File: src/hw/rtl/wsu_pkg.sv
`default_nettype none
// ----------------------------------------------------------------------------
// wsu_pkg
// Shared codes and types of the WebSocket unmasker: input, stage and result.
// ----------------------------------------------------------------------------
package wsu_pkg;

  // Length codes in the 7-bit length field of header byte 1.
  localparam logic [6:0] LEN_EXT16 = 7'd126;  // 16-bit extended length follows
  localparam logic [6:0] LEN_EXT64 = 7'd127;  // 64-bit length, not supported

  // One received byte of the frame stream.
  typedef struct packed {
    logic [7:0] rx_byte;
    logic       chunk_end;
  } wsu_in_t;

  // One result item.
  typedef struct packed {
    logic [7:0] payload_byte;
    logic [3:0] frame_opcode;
    logic       last_of_frame;
    logic       empty_payload;
    logic       unsupported_length;
  } wsu_out_t;

  // Input register contents handed to the parser.
  typedef struct packed {
    logic    valid;
    wsu_in_t item;
  } wsu_stage_t;

endpackage
`default_nettype wire

File: src/hw/rtl/wsu_in_reg.sv
`default_nettype none
// ----------------------------------------------------------------------------
// wsu_in_reg
// Input register: captures one byte per cycle while the pipeline advances.
// ----------------------------------------------------------------------------
module wsu_in_reg (
  input  wire logic              clk_i,
  input  wire logic              rst_ni,
  input  wire logic              advance_i,
  input  wire logic              in_valid_i,
  input  wire wsu_pkg::wsu_in_t  in_data_i,
  output wsu_pkg::wsu_stage_t    stage_o
);
  import wsu_pkg::*;

  logic    valid_q;
  wsu_in_t item_q;

  always_ff @(posedge clk_i or negedge rst_ni) begin
    if (!rst_ni) begin
      valid_q <= 1'b0;
    end else if (advance_i) begin
      valid_q <= in_valid_i;
    end
  end

  // payload, no reset
  always_ff @(posedge clk_i) begin
    if (advance_i && in_valid_i) begin
      item_q <= in_data_i;
    end
  end

  assign stage_o.valid = valid_q;
  assign stage_o.item  = item_q;

endmodule
`default_nettype wire

File: src/hw/rtl/wsu_parser.sv
`default_nettype none
// ----------------------------------------------------------------------------
// wsu_parser
// Header state machine and payload unmask; one byte per step.
// ----------------------------------------------------------------------------
module wsu_parser (
  input  wire logic                clk_i,
  input  wire logic                rst_ni,
  input  wire logic                advance_i,
  input  wire wsu_pkg::wsu_stage_t stage_i,
  output logic                     res_valid_o,
  output wsu_pkg::wsu_out_t        res_o
);
  import wsu_pkg::*;

  localparam logic [2:0] PH_BYTE0   = 3'd0;
  localparam logic [2:0] PH_BYTE1   = 3'd1;
  localparam logic [2:0] PH_EXTLEN  = 3'd2;
  localparam logic [2:0] PH_KEY     = 3'd3;
  localparam logic [2:0] PH_PAYLOAD = 3'd4;
  localparam logic [2:0] PH_DISCARD = 3'd5;

  logic [2:0]  phase_q, phase_d;
  logic [3:0]  opcode_q, opcode_d;
  logic        mask_q, mask_d;
  logic [15:0] rem_q, rem_d;
  logic [31:0] key_q, key_d;
  logic [1:0]  hbc_q, hbc_d;
  logic [1:0]  pidx_q, pidx_d;

  logic       step;
  logic [7:0] b;
  logic       ce;
  logic [1:0] hbc_inc;
  logic       end_empty;
  logic       emit_unsup;
  logic       emit_data;
  logic       data_last;
  logic [7:0] data_byte;

  assign step    = advance_i && stage_i.valid;
  assign b       = stage_i.item.rx_byte;
  assign ce      = stage_i.item.chunk_end;
  assign hbc_inc = hbc_q + 2'd1;

  always_comb begin
    phase_d    = phase_q;
    opcode_d   = opcode_q;
    mask_d     = mask_q;
    rem_d      = rem_q;
    key_d      = key_q;
    hbc_d      = hbc_q;
    pidx_d     = pidx_q;
    end_empty  = 1'b0;
    emit_unsup = 1'b0;
    emit_data  = 1'b0;
    data_last  = 1'b0;
    data_byte  = b;

    unique case (phase_q)
      PH_BYTE1: begin
        mask_d = b[7];
        hbc_d  = 2'd0;
        if (b[6:0] == LEN_EXT64) begin
          phase_d    = ce ? PH_BYTE0 : PH_DISCARD;
          emit_unsup = 1'b1;
        end else if (b[6:0] == LEN_EXT16) begin
          rem_d = 16'd0;
          if (ce) begin
            end_empty = 1'b1;
          end else begin
            phase_d = PH_EXTLEN;
          end
        end else begin
          rem_d = {9'd0, b[6:0]};
          if (b[7]) begin
            if (ce) begin
              end_empty = 1'b1;
            end else begin
              phase_d = PH_KEY;
            end
          end else if (b[6:0] == 7'd0 || ce) begin
            end_empty = 1'b1;
          end else begin
            phase_d = PH_PAYLOAD;
            pidx_d  = 2'd0;
          end
        end
      end
      PH_EXTLEN: begin
        rem_d = {rem_q[7:0], b};
        if (hbc_inc[1]) begin
          hbc_d = 2'd0;
          if (mask_q) begin
            if (ce) begin
              end_empty = 1'b1;
            end else begin
              phase_d = PH_KEY;
            end
          end else if (rem_d == 16'd0 || ce) begin
            end_empty = 1'b1;
          end else begin
            phase_d = PH_PAYLOAD;
            pidx_d  = 2'd0;
          end
        end else begin
          hbc_d = hbc_inc;
          if (ce) begin
            end_empty = 1'b1;
          end
        end
      end
      PH_KEY: begin
        key_d[{hbc_q, 3'b000} +: 8] = key_q[{hbc_q, 3'b000} +: 8] | b;
        if (hbc_q == 2'd3) begin
          hbc_d = 2'd0;
          if (rem_q == 16'd0 || ce) begin
            end_empty = 1'b1;
          end else begin
            phase_d = PH_PAYLOAD;
            pidx_d  = 2'd0;
          end
        end else begin
          hbc_d = hbc_inc;
          if (ce) begin
            end_empty = 1'b1;
          end
        end
      end
      PH_PAYLOAD: begin
        data_byte = mask_q ? (b ^ key_q[{pidx_q, 3'b000} +: 8]) : b;
        pidx_d    = pidx_q + 2'd1;
        rem_d     = rem_q - 16'd1;
        data_last = (rem_d == 16'd0) || ce;
        emit_data = 1'b1;
        if (data_last) begin
          phase_d = PH_BYTE0;
        end
      end
      PH_DISCARD: begin
        if (ce) begin
          phase_d = PH_BYTE0;
        end
      end
      default: begin
        // byte 0; unused phase codes land here too
        opcode_d = b[3:0];
        mask_d   = 1'b0;
        rem_d    = 16'd0;
        key_d    = 32'd0;
        hbc_d    = 2'd0;
        pidx_d   = 2'd0;
        if (ce) begin
          end_empty = 1'b1;
        end else begin
          phase_d = PH_BYTE1;
        end
      end
    endcase

    if (end_empty) begin
      phase_d = PH_BYTE0;
      hbc_d   = 2'd0;
    end
  end

  always_comb begin
    res_valid_o              = stage_i.valid && (end_empty || emit_unsup || emit_data);
    res_o.frame_opcode       = opcode_d;
    res_o.payload_byte       = emit_data ? data_byte : 8'd0;
    res_o.last_of_frame      = emit_data ? data_last : 1'b1;
    res_o.empty_payload      = !emit_data;
    res_o.unsupported_length = emit_unsup;
  end

  always_ff @(posedge clk_i or negedge rst_ni) begin
    if (!rst_ni) begin
      phase_q  <= PH_BYTE0;
      opcode_q <= 4'd0;
      mask_q   <= 1'b0;
      rem_q    <= 16'd0;
      key_q    <= 32'd0;
      hbc_q    <= 2'd0;
      pidx_q   <= 2'd0;
    end else if (step) begin
      phase_q  <= phase_d;
      opcode_q <= opcode_d;
      mask_q   <= mask_d;
      rem_q    <= rem_d;
      key_q    <= key_d;
      hbc_q    <= hbc_d;
      pidx_q   <= pidx_d;
    end
  end

endmodule
`default_nettype wire

File: src/hw/rtl/wsu_out_reg.sv
`default_nettype none
// ----------------------------------------------------------------------------
// wsu_out_reg
// Result register: holds a result until the downstream side takes it.
// ----------------------------------------------------------------------------
module wsu_out_reg (
  input  wire logic              clk_i,
  input  wire logic              rst_ni,
  input  wire logic              res_valid_i,
  input  wire wsu_pkg::wsu_out_t res_i,
  input  wire logic              out_stall_i,
  output logic                   advance_o,
  output logic                   out_valid_o,
  output wsu_pkg::wsu_out_t      out_data_o
);
  import wsu_pkg::*;

  logic     valid_q;
  wsu_out_t data_q;

  // the whole pipe moves whenever the result register is free or being drained
  assign advance_o = !valid_q || !out_stall_i;

  always_ff @(posedge clk_i or negedge rst_ni) begin
    if (!rst_ni) begin
      valid_q <= 1'b0;
    end else if (advance_o) begin
      valid_q <= res_valid_i;
    end
  end

  always_ff @(posedge clk_i) begin
    if (advance_o && res_valid_i) begin
      data_q <= res_i;
    end
  end

  assign out_valid_o = valid_q;
  assign out_data_o  = data_q;

endmodule
`default_nettype wire

File: src/hw/rtl/websocket_frame_unmasker.sv
`default_nettype none
// ----------------------------------------------------------------------------
// websocket_frame_unmasker
// Byte-wide WebSocket frame deframer: decodes the header and emits unmasked
// payload bytes, with marker results for empty, aborted or unsupported frames.
// ----------------------------------------------------------------------------
//
//  Channel  | Handshake            | Payload   | Transaction
//  ---------+----------------------+-----------+-----------------------------
//  in       | in_valid_i/in_stall_o  | in_data_i  | one received byte
//  out      | out_valid_o/out_stall_i| out_data_o | zero or one result per byte
//
//  One byte per cycle while the output does not stall. An input transaction
//  passes the input register, then the header state machine and XOR feeding
//  the result register.
//  Reset (asynchronous, active low) returns the parser to waiting for byte 0.
//  A stall on the output freezes both stages; in_stall_o follows it only
//  while the result register is occupied.
// ----------------------------------------------------------------------------
module websocket_frame_unmasker (
  input  wire logic              clk_i,
  input  wire logic              rst_ni,
  input  wire logic              in_valid_i,
  output logic                   in_stall_o,
  input  wire wsu_pkg::wsu_in_t  in_data_i,
  output logic                   out_valid_o,
  input  wire logic              out_stall_i,
  output wsu_pkg::wsu_out_t      out_data_o
);
  import wsu_pkg::*;

  logic       advance;
  wsu_stage_t stage;
  logic       res_valid;
  wsu_out_t   res;

  // global pipeline enable, driven by the result register
  assign in_stall_o = !advance;

  wsu_in_reg u_in_reg (
    .clk_i      (clk_i),
    .rst_ni     (rst_ni),
    .advance_i  (advance),
    .in_valid_i (in_valid_i),
    .in_data_i  (in_data_i),
    .stage_o    (stage)
  );

  // state updates only when the registered byte moves on
  wsu_parser u_parser (
    .clk_i       (clk_i),
    .rst_ni      (rst_ni),
    .advance_i   (advance),
    .stage_i     (stage),
    .res_valid_o (res_valid),
    .res_o       (res)
  );

  wsu_out_reg u_out_reg (
    .clk_i       (clk_i),
    .rst_ni      (rst_ni),
    .res_valid_i (res_valid),
    .res_i       (res),
    .out_stall_i (out_stall_i),
    .advance_o   (advance),
    .out_valid_o (out_valid_o),
    .out_data_o  (out_data_o)
  );

endmodule
`default_nettype wire
File: config.mk
export PLATFORM = sky130hd
export DESIGN_NAME = websocket_frame_unmasker
export DESIGN_NICKNAME = d
export VERILOG_FILES = /design/src/hw/rtl/wsu_pkg.sv /design/src/hw/rtl/wsu_in_reg.sv /design/src/hw/rtl/wsu_parser.sv /design/src/hw/rtl/wsu_out_reg.sv /design/src/hw/rtl/websocket_frame_unmasker.sv
export SDC_FILE = /design/constraint.sdc
export NUM_CORES = 1
export LEC_CHECK = 0
export BUFFER_PORTS_ARGS = -buffer_cell sky130_fd_sc_hd__buf_2
export CAP_MARGIN = 20
export CORE_ASPECT_RATIO = 1.75
export CORE_MARGIN = 2
export CORE_UTILIZATION = 60
export DETAILED_ROUTE_END_ITERATION = 10
export HOLD_SLACK_MARGIN = 0.08
export PLACE_DENSITY_LB_ADDON = 0.3
export SLEW_MARGIN = 20
export SYNTH_ARGS = -nofsm -noshare
export SYNTH_HDL_FRONTEND = slang
export SYNTH_SLANG_ARGS = --single-unit
File: constraint.sdc
create_clock -name clk_i -period 4.7 [get_ports clk_i]
set_clock_uncertainty 0.05 [all_clocks]
set_input_delay 0.47 -clock clk_i [delete_from_list [all_inputs] [get_ports clk_i]]
set_output_delay 0.47 -clock clk_i [all_outputs]
set_load 0.03 [all_outputs]
==> impl_metrics.csv, run 1 <==
group,metric,value,unit
status,status,"complete, no violations",
synthesis,syn_area_per_cell,9.89,um2
detailed_routing,firstDrtPassIters,5,
clock_tree,insertion_delay,350,ps
place,dpl.hpwl,9.25,mm
detailed_routing,drt_iter0_markers,396,
setup_path,start_kind,"register",
setup_path,cpMaxStageDelayCell,"dfrtp_1",
synthesis,yosysSeqAreaShare,0.475,
finish,drive_gt1_frac,0.163,
setup_path,path_class,"register to register",
finish,fillers,608,
power,vdd_drop_max,0.000393,V
sta,min_period,3160,ps
synthesis,synth.top_cells.by_area,"dfrtp_1, edfxtp_1, mux4_2",
die,fp-row-count,43,
setup_path,crit_chain,"inv_1 > ha_1 > inv_1 > nor4b_1 > o31a_2 > nor3_1 > nor2_1 > buf_4",
synthesis,synth_cell_types,62,
setup_path,cp.arrival,3150,ps
sta,hold_viol,0,
clock_tree,cts_resized,0,
detailed_routing,vias,3991,
synthesis,synth_top_flop_cell,"dfrtp_1",
power,p_per_area,491,nW/um2
setup_path,cpMostUsedCell,"inv_1",
setup_path,reg2reg_to,"u_out_reg.out_data_o[12]$_SDFFCE_PN0P_",
die,core_region_area,7860,um2
global_route,grt_usage,0.315,
die,start_util,0.610,
clock_tree,cts_inserted_buffers,9,
finish,multi_input_area,2330,um2
setup_path,cp_max_fo,16,
clock_tree,cts_sinks,86,
setup_path,path_delay_family,"flip-flops",
setup_path,crit_cells,8,
sta,clock.fmax,317,MHz
finish,antenna_cells,0,
setup_path,end_kind,"register",
die,die_y,122,um
die,dieArea,8740,um2
setup_path,cp.buffers_inverters,3,
synthesis,ys_ff_latch,86,
setup_path,rr_worst_depth,8,
detailed_routing,antenna_left,0,
global_route,grt_max_degree,63,
clock_tree,cts_tree,"done",
global_route,antenna_found_initial,0,
clock_tree,clkTransAtPathRegs,60,ps
finish,nets,519,
global_route,grt_pass1_vias,3904,
finish,area_growth,9.82,%
die,io_pins,30,
clock_tree,hold_buffers,0,
synthesis,netlist_area,4790,um2
setup_path,slowest_delay,820,ps
min_path,hold_path_class,"primary input to asynchronous set/reset pin",
power,power,2.58,mW
synthesis,synth_top_area_cell,"dfrtp_1",
setup_path,crit_required,4690,ps
detailed_routing,routed_wl,12.9,mm
sta,finalSetupViolCount,0,
synthesis,netlist.area_leader.share,0.324,
global_route,grt_first_pass_wirelength,20.3,mm
clock_tree,post_cts_buffers,0,
job,maxCapViolations,0,
sta,slew_headroom,0.469,
sta,drv_slew,0,
finish,seqCellArea,2270,um2
synthesis,synth_warnings,0,
place,gp_congestion,0.979,
synthesis,syn_nets,505,
setup_path,r2r_start,"u_parser.hbc_q[0]$_DFFE_PN0P_",
clock_tree,htree_levels,3,
sta,fin_tns_setup,0,ps
clock_tree,cts.path.max_buffers,2,
sta,rsz0062_at_grt,"false",
global_route,overflow,0,
detailed_routing,drc_errors,0,
die,die_x,71.5,um
detailed_routing,post_drt_wl_per_cell,21.7,um
synthesis,netlist_instances,484,
setup_path,rrSetupSlack,1540,ps
sta,fin_crit_sh,0.672,
sta,tightest_slew,796,ps
place,numPortBuffers,29,
place,placed_cells,577,
finish,final_cells,593,
detailed_routing,routed_via_density,6.73,
power,p_leak,2.10,nW
synthesis,synthArstFlopShare,0.721,
clock_tree,cts_root_buffer,"clkbuf_16",
synthesis,synth_edf_count,24,
-- final cells by class --
| class | count | share of cell area |
|---|---|---|
| multi-input cells | 355 | 0.442 |
| flip-flops and latches | 86 | 0.432 |
| clock buffers | 14 | 0.0542 |
| repair buffers | 33 | 0.0333 |
| well taps | 90 | 0.0214 |
| inverters | 13 | 0.00928 |
| clock inverters | 2 | 0.00738 |
-- worst max path at each step --
stage | from | endpoint | slack (ps)
2_1_floorplan | u_parser.hbc_q[0]$_DFFE_PN0P_ | u_out_reg.out_data_o[0]$_DFFE_PP_ | 1360
3_3_place_gp | u_parser.hbc_q[0]$_DFFE_PN0P_ | u_out_reg.out_data_o[2]$_SDFFCE_PN1P_ | 1720
3_5_place_dp | u_parser.hbc_q[0]$_DFFE_PN0P_ | u_out_reg.out_data_o[1]$_DFFE_PP_ | 1560
4_1_cts | u_parser.hbc_q[0]$_DFFE_PN0P_ | u_out_reg.out_data_o[12]$_SDFFCE_PN0P_ | 1560
5_1_grt | u_parser.hbc_q[0]$_DFFE_PN0P_ | u_out_reg.out_data_o[2]$_SDFFCE_PN1P_ | 1260
6_report | u_parser.hbc_q[0]$_DFFE_PN0P_ | u_out_reg.out_data_o[12]$_SDFFCE_PN0P_ | 1540
-- layer usage --
layer,wire length [um],share of wire,vias up,track usage
li1,-,-,1799,-
met1,4530,0.35,1963,0.344
met2,6840,0.53,176,0.536
met3,638,0.049,53,0.0587
met4,892,0.069,0,0.230
met5,0,0,-,0
-- state kept, by name, indices dropped and copies added, names as in the netlist --
signal                 cells
u_parser.mask_q            1
u_in_reg.stage_o           9
u_parser.key_q            32
u_parser.phase_q           3
u_parser.hbc_q             2
u_parser.pidx_q            2
u_parser.opcode_q          4
u_out_reg.out_valid_o      1
u_parser.rem_q            16
u_out_reg.out_data_o      15
u_in_reg.valid_q           1
-- cells by family after synthesis --
family | synth area share
AOI/OAI and AO/OA | 0.177
and+or+nand+nor | 0.178
adders and majority gates | 0.0209
buffers and inverters | 0.0397
DFF | 0.475
xor gates and xnor gates | 0.0201
muxes | 0.0888
-- synthesized netlist by cell type (2+ instances only) --
library cell,number
or3_1,3
a21o_1,2
nor4_1,5
ha_1,8
a31oi_1,2
a21oi_1,19
or2_2,2
o41a_1,2
nor3b_1,3
buf_1,5
nand4_1,8
buf_6,3
mux4_2,16
and2_1,3
o2bb2ai_1,3
a22oi_1,3
xor2_1,8
o31ai_1,6
edfxtp_1,24
a21bo_2,2
a32oi_1,7
dfrtp_1,62
a31o_2,3
o21ai_0,67
o21ai_1,8
nand2b_1,5
mux2i_1,2
inv_1,12
buf_2,5
clkbuf_1,17
o22ai_1,2
nor2b_1,2
nor4b_1,2
mux2_2,4
nor2_1,45
nor3_1,11
or4_1,2
xnor2_1,3
a211oi_1,2
nand3_1,4
nand2_1,71
-- placed cells by master (no fill, tap or decap), drive strengths merged, types with 3 or more instances in the layout --
master,synthesis,layout
edfxtp,24,24
a32oi,7,7
o21ai,75,75
ha,8,8
xnor2,3,3
a31o,3,3
buf,13,33
o2bb2ai,3,3
nor3b,3,3
nor3,13,13
nor4,7,7
a21oi,19,19
and2,4,4
nor2,45,45
mux2,4,4
a22oi,3,3
dfrtp,62,62
mux4,16,16
clkbuf,17,14
or3,3,3
nand2b,5,5
nand3,5,5
nand4,8,8
o31ai,6,6
xor2,8,8
inv,13,13
nand2,71,71
-- per-stage QoR --
stage	utilization	instance area [um2]	setup slack (ps)	hold WS (ps)
after CTS	0.669	5260	1560	237
final	0.669	5260	1540	230
after global routing	0.669	5260	1260	236
after detailed placement	0.628	4930	1560	416
after floorplan	-	4790	1360	124
after global placement	0.628	4930	1720	411
-- worst reg2reg max path, cell delays in order, from the launching register on --
cell and delay [ps]:
dfrtp_1 820, inv_1 250, ha_1 410, inv_1 100
nor4b_1 540, o31a_2 270, nor3_1 60, nor2_1 110
buf_4 230
-- report_power, final --
group	internal [mW]	total, mW	leakage [nW]	switching [mW]
Sequential	0.873	0.994	1.08	0.121
Combinational	0.263	0.820	0.865	0.557
Clock	0.474	0.766	0.158	0.291
Power figures use the tool's default switching activity.
==> run 2, diff against run 1 <==
--- a/config.mk
+++ b/config.mk
@@ -5,6 +5,7 @@
 export SDC_FILE = /design/constraint.sdc
 export NUM_CORES = 1
 export LEC_CHECK = 0
+export ABC_AREA = 1
 export BUFFER_PORTS_ARGS = -buffer_cell sky130_fd_sc_hd__buf_2
 export CAP_MARGIN = 20
 export CORE_ASPECT_RATIO = 1.75
==> constraint.sdc (replaced) <==
create_clock -name clk_i -period 3.3 [get_ports clk_i]
set_clock_uncertainty 0.05 [all_clocks]
set_input_delay 0.33 -clock clk_i [delete_from_list [all_inputs] [get_ports clk_i]]
set_output_delay 0.33 -clock clk_i [all_outputs]
set_load 0.03 [all_outputs]
==> impl_metrics.csv, run 2 <==
group,metric,value,unit
clock_tree,cts_sinks,86,
power,p_per_area,884,nW/um2
synthesis,synth_warnings,0,
die,die_y,126,um
finish,antenna_cells,0,
setup_path,crit_required,3290,ps
clock_tree,cts_tree,"done",
finish,regMostFlops,"u_parser.key_q",
die,die_x,73.6,um
synthesis,synth_cell_types,37,
clock_tree,cts_resized,0,
power,power,4.96,mW
sta,whs,103,ps
min_path,holdPathEnd,"u_in_reg.stage_o[2]$_DFFE_PP_",
place,place_ws,751,ps
power,p_int,2.58,mW
synthesis,synth_edf_count,24,
synthesis,synth_top_family_by_area,"simple AND/OR/NAND/NOR gates",
setup_path,cp_max_fo,15,
clock_tree,clkTransAtPathRegs,60,ps
synthesis,yosysSeqAreaShare,0.446,
clock_tree,post_cts_buffers,0,
die,start_util,0.617,
detailed_routing,antenna_left,0,
synthesis,synthArstFlopShare,0.721,
job,maxCapViolations,0,
clock_tree,cts_root_buffer,"clkbuf_16",
sta,drv_slew,0,
setup_path,reg2reg_to,"u_out_reg.out_data_o[2]$_SDFFCE_PN1P_",
sta,finalWorstSetupSlack,728,ps
die,io_pins,30,
synthesis,synth_top_flop_cell,"dfrtp_1",
status,status,"complete, no violations",
sta,clock.fmax,389,MHz
sta,fin_tns_setup,0,ps
die,fp-row-count,44,
detailed_routing,post_drt_wl_per_cell,20.9,um
finish,nets,687,
finish,drive_gt1_frac,0.154,
synthesis,netlist_area,5090,um2
synthesis,yosys.area_share.adder,0.0197,
sta,min_period,2570,ps
detailed_routing,firstDrtPassIters,7,
synthesis,ys_top_cells_by_count,"nand2_1, o21ai_0, dfrtp_1",
finish,largest_register_ff_count,32,
clock_tree,cts.path.max_buffers,2,
min_path,min_from,"in_data_i[2]",
global_route,grt_first_pass_wirelength,24.4,mm
synthesis,synth.most_common_cell,"nand2_1",
finish,mostFrequentLayoutCell,"nand2_1",
clock_tree,htree_levels,3,
power,vdd_drop_max,0.000392,V
detailed_routing,vias,4681,
place,dpl.hpwl,12.0,mm
detailed_routing,routed_via_density,6.13,
clock_tree,insertion_delay,350,ps
global_route,grt_max_degree,30,
setup_path,rrSetupSlack,730,ps
sta,finalSetupViolCount,0,
power,p_comb_frac,0.482,
die,dieArea,9270,um2
synthesis,ys_ff_latch,86,
setup_path,rr_worst_depth,13,
synthesis,synthSimpleGateAreaFrac,0.250,
global_route,overflow,0,
power,p_sw,2.38,mW
die,core_region_area,8260,um2
synthesis,synth_xor_area_frac,0.00516,
power,p_clk_frac,0.208,
clock_tree,hold_buffers,1,
setup_path,end_kind,"register",
synthesis,synthMuxAreaShare,0,
setup_path,cp.arrival,2560,ps
global_route,grt_pass1_vias,4596,
sta,tightest_slew,752,ps
detailed_routing,drc_errors,0,
global_route,grt_usage,0.358,
setup_path,r2r_start,"u_parser.rem_q[0]$_DFFE_PN0P_",
sta,fin_crit_sh,0.779,
place,gp_congestion,1.07,
sta,slew_headroom,0.499,
min_path,hold_path_depth,1,
setup_path,path_class,"register to register",
synthesis,synth_top_area_cell,"dfrtp_1",
min_path,hold_path_class,"primary input to register",
power,pwr-share-seq,0.310,
power,p_leak,2.45,nW
finish,area_growth,10.2,%
synthesis,synth-compound-area-share,0.205,
detailed_routing,routed_wl,15.9,mm
synthesis,syn_nets,657,
finish,final_cell_mix,"nand2_1, o21ai_0, dfrtp_1",
global_route,antenna_found_initial,0,
setup_path,start_kind,"register",
clock_tree,cts_inserted_buffers,9,
sta,hold_viol,0,
power,switching_share,0.479,
synthesis,netlist_instances,636,
sta,rsz0062_at_grt,"false",
place,numPortBuffers,29,
detailed_routing,drt_iter0_markers,400,
synthesis,syn_area_per_cell,8.00,um2
synthesis,synth.top_cells.by_area,"dfrtp_1, edfxtp_1, nand2_1",
synthesis,netlist.area_leader.share,0.305,
==> run 2: changes by cell type after synthesis, moves of 7 or more <==
cell      delta
nand2_1     +74
inv_1       +36
a21oi_1     +32
o21ai_0     +17
mux4_2      -16
nand3_1     +16
o22ai_1     +11
clkbuf_1    -10
inv_2       +10
nand2_2     +10
nor2_4       +8
o32ai_1      +8
xor2_1       -8
a32oi_1      -7
==> run 2: final cells by class <==
type	count	area [um2]
well taps	92	115
inverters	67	258
clock buffers	10	229
repair buffers	39	223
fillers	704	2650
flip-flops and latches	86	2270
multi-input cells	463	2440
clock inverters	6	70.1
==> run 2: kinds of logic (layout without fill, tap and decap cells) <==
| group | Yosys count | after routing |
|---|---|---|
| XOR/XNOR | 3 | 3 |
| AO/OA/AOI/OAI | 189 | 189 |
| adder cells (fa/ha/maj) | 8 | 8 |
| AND/OR/NAND/NOR | 263 | 263 |
| buffers and inverters | 87 | 122 |
| flip-flops | 86 | 86 |
==> run 2: routing by layer <==
| layer | vias to the layer above | track usage | part of all wire |
|---|---|---|---|
| li1 | 2233 | - | - |
| met1 | 2137 | 0.351 | 0.33 |
| met2 | 226 | 0.612 | 0.52 |
| met3 | 85 | 0.0896 | 0.061 |
| met4 | 0 | 0.280 | 0.089 |
| met5 | - | 0 | 0 |
==> run 2: power groups by stage <==
stage	combinational [mW]	sequential, mW	clock [mW]
6_report	2.39	1.54	1.03
5_1_grt	2.60	1.55	1.08
4_1_cts	2.31	1.53	1.04
3_5_place_dp	2.30	1.55	0
3_3_place_gp	2.28	1.54	0
2_1_floorplan	1.67	1.57	0
==> run 2: worst max-delay path by stage <==
stage                             startpoint                                endpoint  slack, ps  depth (start not counted)
6_report       u_parser.rem_q[0]$_DFFE_PN0P_   u_out_reg.out_data_o[2]$_SDFFCE_PN1P_        730                         13
5_1_grt        u_parser.rem_q[0]$_DFFE_PN0P_  u_out_reg.out_data_o[14]$_SDFFCE_PN0P_        550                         13
4_1_cts        u_parser.rem_q[0]$_DFFE_PN0P_       u_out_reg.out_data_o[0]$_DFFE_PP_        740                         13
3_5_place_dp   u_parser.rem_q[0]$_DFFE_PN0P_       u_out_reg.out_data_o[4]$_DFFE_PP_        750                         13
3_3_place_gp   u_parser.rem_q[0]$_DFFE_PN0P_       u_out_reg.out_data_o[1]$_DFFE_PP_        830                         13
2_1_floorplan  u_parser.hbc_q[0]$_DFFE_PN0P_       u_out_reg.out_data_o[0]$_DFFE_PP_        410                         12
==> run 2: worst max-delay path, cell delays in order, from the launching register on <==
cell and delay (ps):
dfrtp_1 450, inv_2 140, ha_1 230, nand2_2 120, nor2_4 160, nand3_1 100, o21ai_1 180, nand3_1 110
nand3_2 120, nand2_2 120, nand3_1 90, nand2_1 70, nor2_1 90, buf_4 230
==> run 2: stage by stage <==
| step | instances | area [um2] | utilization |
|---|---|---|---|
| 6_report | 763 | 5610 | 0.680 |
| 5_1_grt | 763 | 5610 | 0.680 |
| 4_1_cts | 763 | 5610 | 0.680 |
| 3_5_place_dp | 746 | 5300 | 0.642 |
| 3_3_place_gp | 746 | 5300 | 0.642 |
| 2_1_floorplan | 636 | 5090 | - |
==> run 3, diff against run 2 <==
==> constraint.sdc (replaced) <==
create_clock -name clk_i -period 2.51 [get_ports clk_i]
set_clock_uncertainty 0.05 [all_clocks]
set_input_delay 0.251 -clock clk_i [delete_from_list [all_inputs] [get_ports clk_i]]
set_output_delay 0.251 -clock clk_i [all_outputs]
set_load 0.03 [all_outputs]
==> impl_metrics.csv, run 3 (same netlist as run 2, synthesis figures left out) <==
group,metric,value,unit
job,maxCapViolations,0,
global_route,antenna_found_initial,0,
place,placed_cell_area,5510,um2
detailed_routing,drc_errors,0,
detailed_routing,antenna_left,0,
finish,area_growth,17.1,%
sta,fin_tns_setup,0,ps
die,dieArea,9270,um2
global_route,grt_pass1_vias,5019,
setup_path,cp.arrival,2570,ps
power,p_int,3.75,mW
setup_path,start_kind,"register",
setup_path,crit_required,2670,ps
power,p_per_area,1160,nW/um2
finish,drive_gt1_frac,0.188,
sta,slew_headroom,0.451,
power,vdd_drop_max,0.000525,V
die,start_util,0.617,
finish,final_cells,800,
sta,fin_crit_sh,0.961,
detailed_routing,drt_iter0_markers,561,
setup_path,path_delay_family,"simple AND/OR/NAND/NOR gates",
finish,final_cell_mix,"nand2_1, o21ai_0, dfrtp_1",
finish,fillers,654,
clock_tree,cts_sinks,86,
sta,clock.fmax,415,MHz
global_route,grt_first_pass_wirelength,25.7,mm
die,die_x,73.6,um
power,p_leak,2.64,nW
power,switching_share,0.458,
global_route,grt_max_degree,63,
setup_path,rrSetupSlack,100,ps
finish,largest_register_ff_count,32,
clock_tree,insertion_delay,350,ps
detailed_routing,routed_via_density,6.24,
setup_path,slowest_delay,450,ps
setup_path,cp_max_fo,16,
finish,antenna_cells,0,
clock_tree,cts_inserted_buffers,9,
setup_path,end_kind,"register",
sta,drv_slew,0,
detailed_routing,post_drt_wl_per_cell,20.3,um
place,numPortBuffers,29,
global_route,grt_usage,0.374,
place,gp_congestion,0.971,
sta,min_period,2410,ps
power,p_comb_frac,0.506,
sta,finalSetupViolCount,0,
die,die_y,126,um
setup_path,cpMaxStageDelayCell,"o31ai_1",
finish,seqCellArea,2270,um2
clock_tree,clkTransAtPathRegs,70,ps
sta,hold_viol,0,
finish,final_area,5960,um2
clock_tree,cts.path.max_buffers,2,
power,p_clk_frac,0.212,
die,io_pins,30,
global_route,overflow,0,
setup_path,cpMostUsedCell,"nand2_2",
clock_tree,cts_tree,"done",
detailed_routing,firstDrtPassIters,6,
place,placed_cells,773,
finish,multi_input_area,2460,um2
detailed_routing,routed_wl,16.3,mm
finish,final_util,0.722,
clock_tree,cts_root_buffer,"clkbuf_16",
setup_path,path_class,"register to register",
die,fp-row-count,44,
clock_tree,htree_levels,3,
min_path,hold_path_class,"primary input to register",
power,p_sw,3.17,mW
status,status,"complete, no violations",
finish,nets,724,
place,dpl.hpwl,12.0,mm
finish,mostFrequentLayoutCell,"nand2_1",
setup_path,cp.buffers_inverters,3,
finish,regMostFlops,"u_parser.key_q",
setup_path,crit_chain,"nand2_2 > inv_2 > nor2_8 > inv_4 > nor2_4 > nand2_2 > inv_1 > o21ai_2 > o31ai_1",
detailed_routing,vias,4993,
power,power,6.92,mW
die,core_region_area,8260,um2
power,pwr-share-seq,0.282,
sta,tightest_slew,824,ps
## run 3: power groups by stage
| stage | registers (mW) | logic, mW | clock network (mW) |
|---|---|---|---|
| 2_1_floorplan | 2.06 | 2.20 | 0 |
| 3_3_place_gp | 1.96 | 3.32 | 0 |
| 3_5_place_dp | 1.97 | 3.35 | 0 |
| 4_1_cts | 1.94 | 3.38 | 1.47 |
| 5_1_grt | 1.97 | 3.84 | 1.54 |
| 6_report | 1.95 | 3.50 | 1.47 |
## run 3: metal layers
| layer | share of wire | vias up | GRT usage |
|---|---|---|---|
| met5 | 0 | - | 0 |
| met4 | 0.076 | 0 | 0.257 |
| met3 | 0.065 | 99 | 0.0744 |
| met2 | 0.54 | 279 | 0.671 |
| met1 | 0.32 | 2321 | 0.366 |
| li1 | - | 2294 | - |
## run 3: final cells by class
type,instances,area share
well taps,92,0.0193
repair buffers,76,0.0898
clock inverters,6,0.0157
multi-input cells,463,0.412
flip-flops and latches,86,0.381
inverters,67,0.0432
clock buffers,10,0.0384
## run 3: repair_timing
action                                 in CTS  in global routing
setup endpoints to repair                   0                 18
buffers inserted                            0                  1
gates resized for setup                     0                  1
endpoints found under the hold margin      71                  0
hold buffers                               10                  0
## run 3: final timing paths
kind,end,cells after the start,from
setup / recovery,u_parser.key_q[2]$_DFFE_PN0P_,9,u_out_reg.out_valid_o$_DFFE_PN0N_
min in group asynchronous,u_parser.rem_q[13]$_DFFE_PN0P_,3,rst_ni
hold reg to reg,u_parser.opcode_q[2]$_DFFE_PN0P_,2,u_parser.opcode_q[2]$_DFFE_PN0P_
setup reg to reg,u_parser.key_q[2]$_DFFE_PN0P_,9,u_out_reg.out_valid_o$_DFFE_PN0N_
max in group asynchronous,u_parser.key_q[10]$_DFFE_PN0P_,3,rst_ni
hold / removal,u_in_reg.valid_q$_DFFE_PN0N_,3,in_valid_i
## run 3: through the flow
| step | worst slack [ps] | hold WS [ps] |
|---|---|---|
| 2_1_floorplan | 22.4 | -94.6 |
| 3_3_place_gp | 159 | 378 |
| 3_5_place_dp | 91.8 | 380 |
| 4_1_cts | 59.6 | 81.2 |
| 5_1_grt | -10.0 | 120 |
| 6_report | 98.4 | 79.9 |
## run 3: worst register-to-register path, stage by stage, from the launching register on
cell and delay, ps:
dfrtp_1 400, nand2_2 120, inv_2 90, nor2_8 220
inv_4 130, nor2_4 170, nand2_2 220, inv_1 170
o21ai_2 240, o31ai_1 460
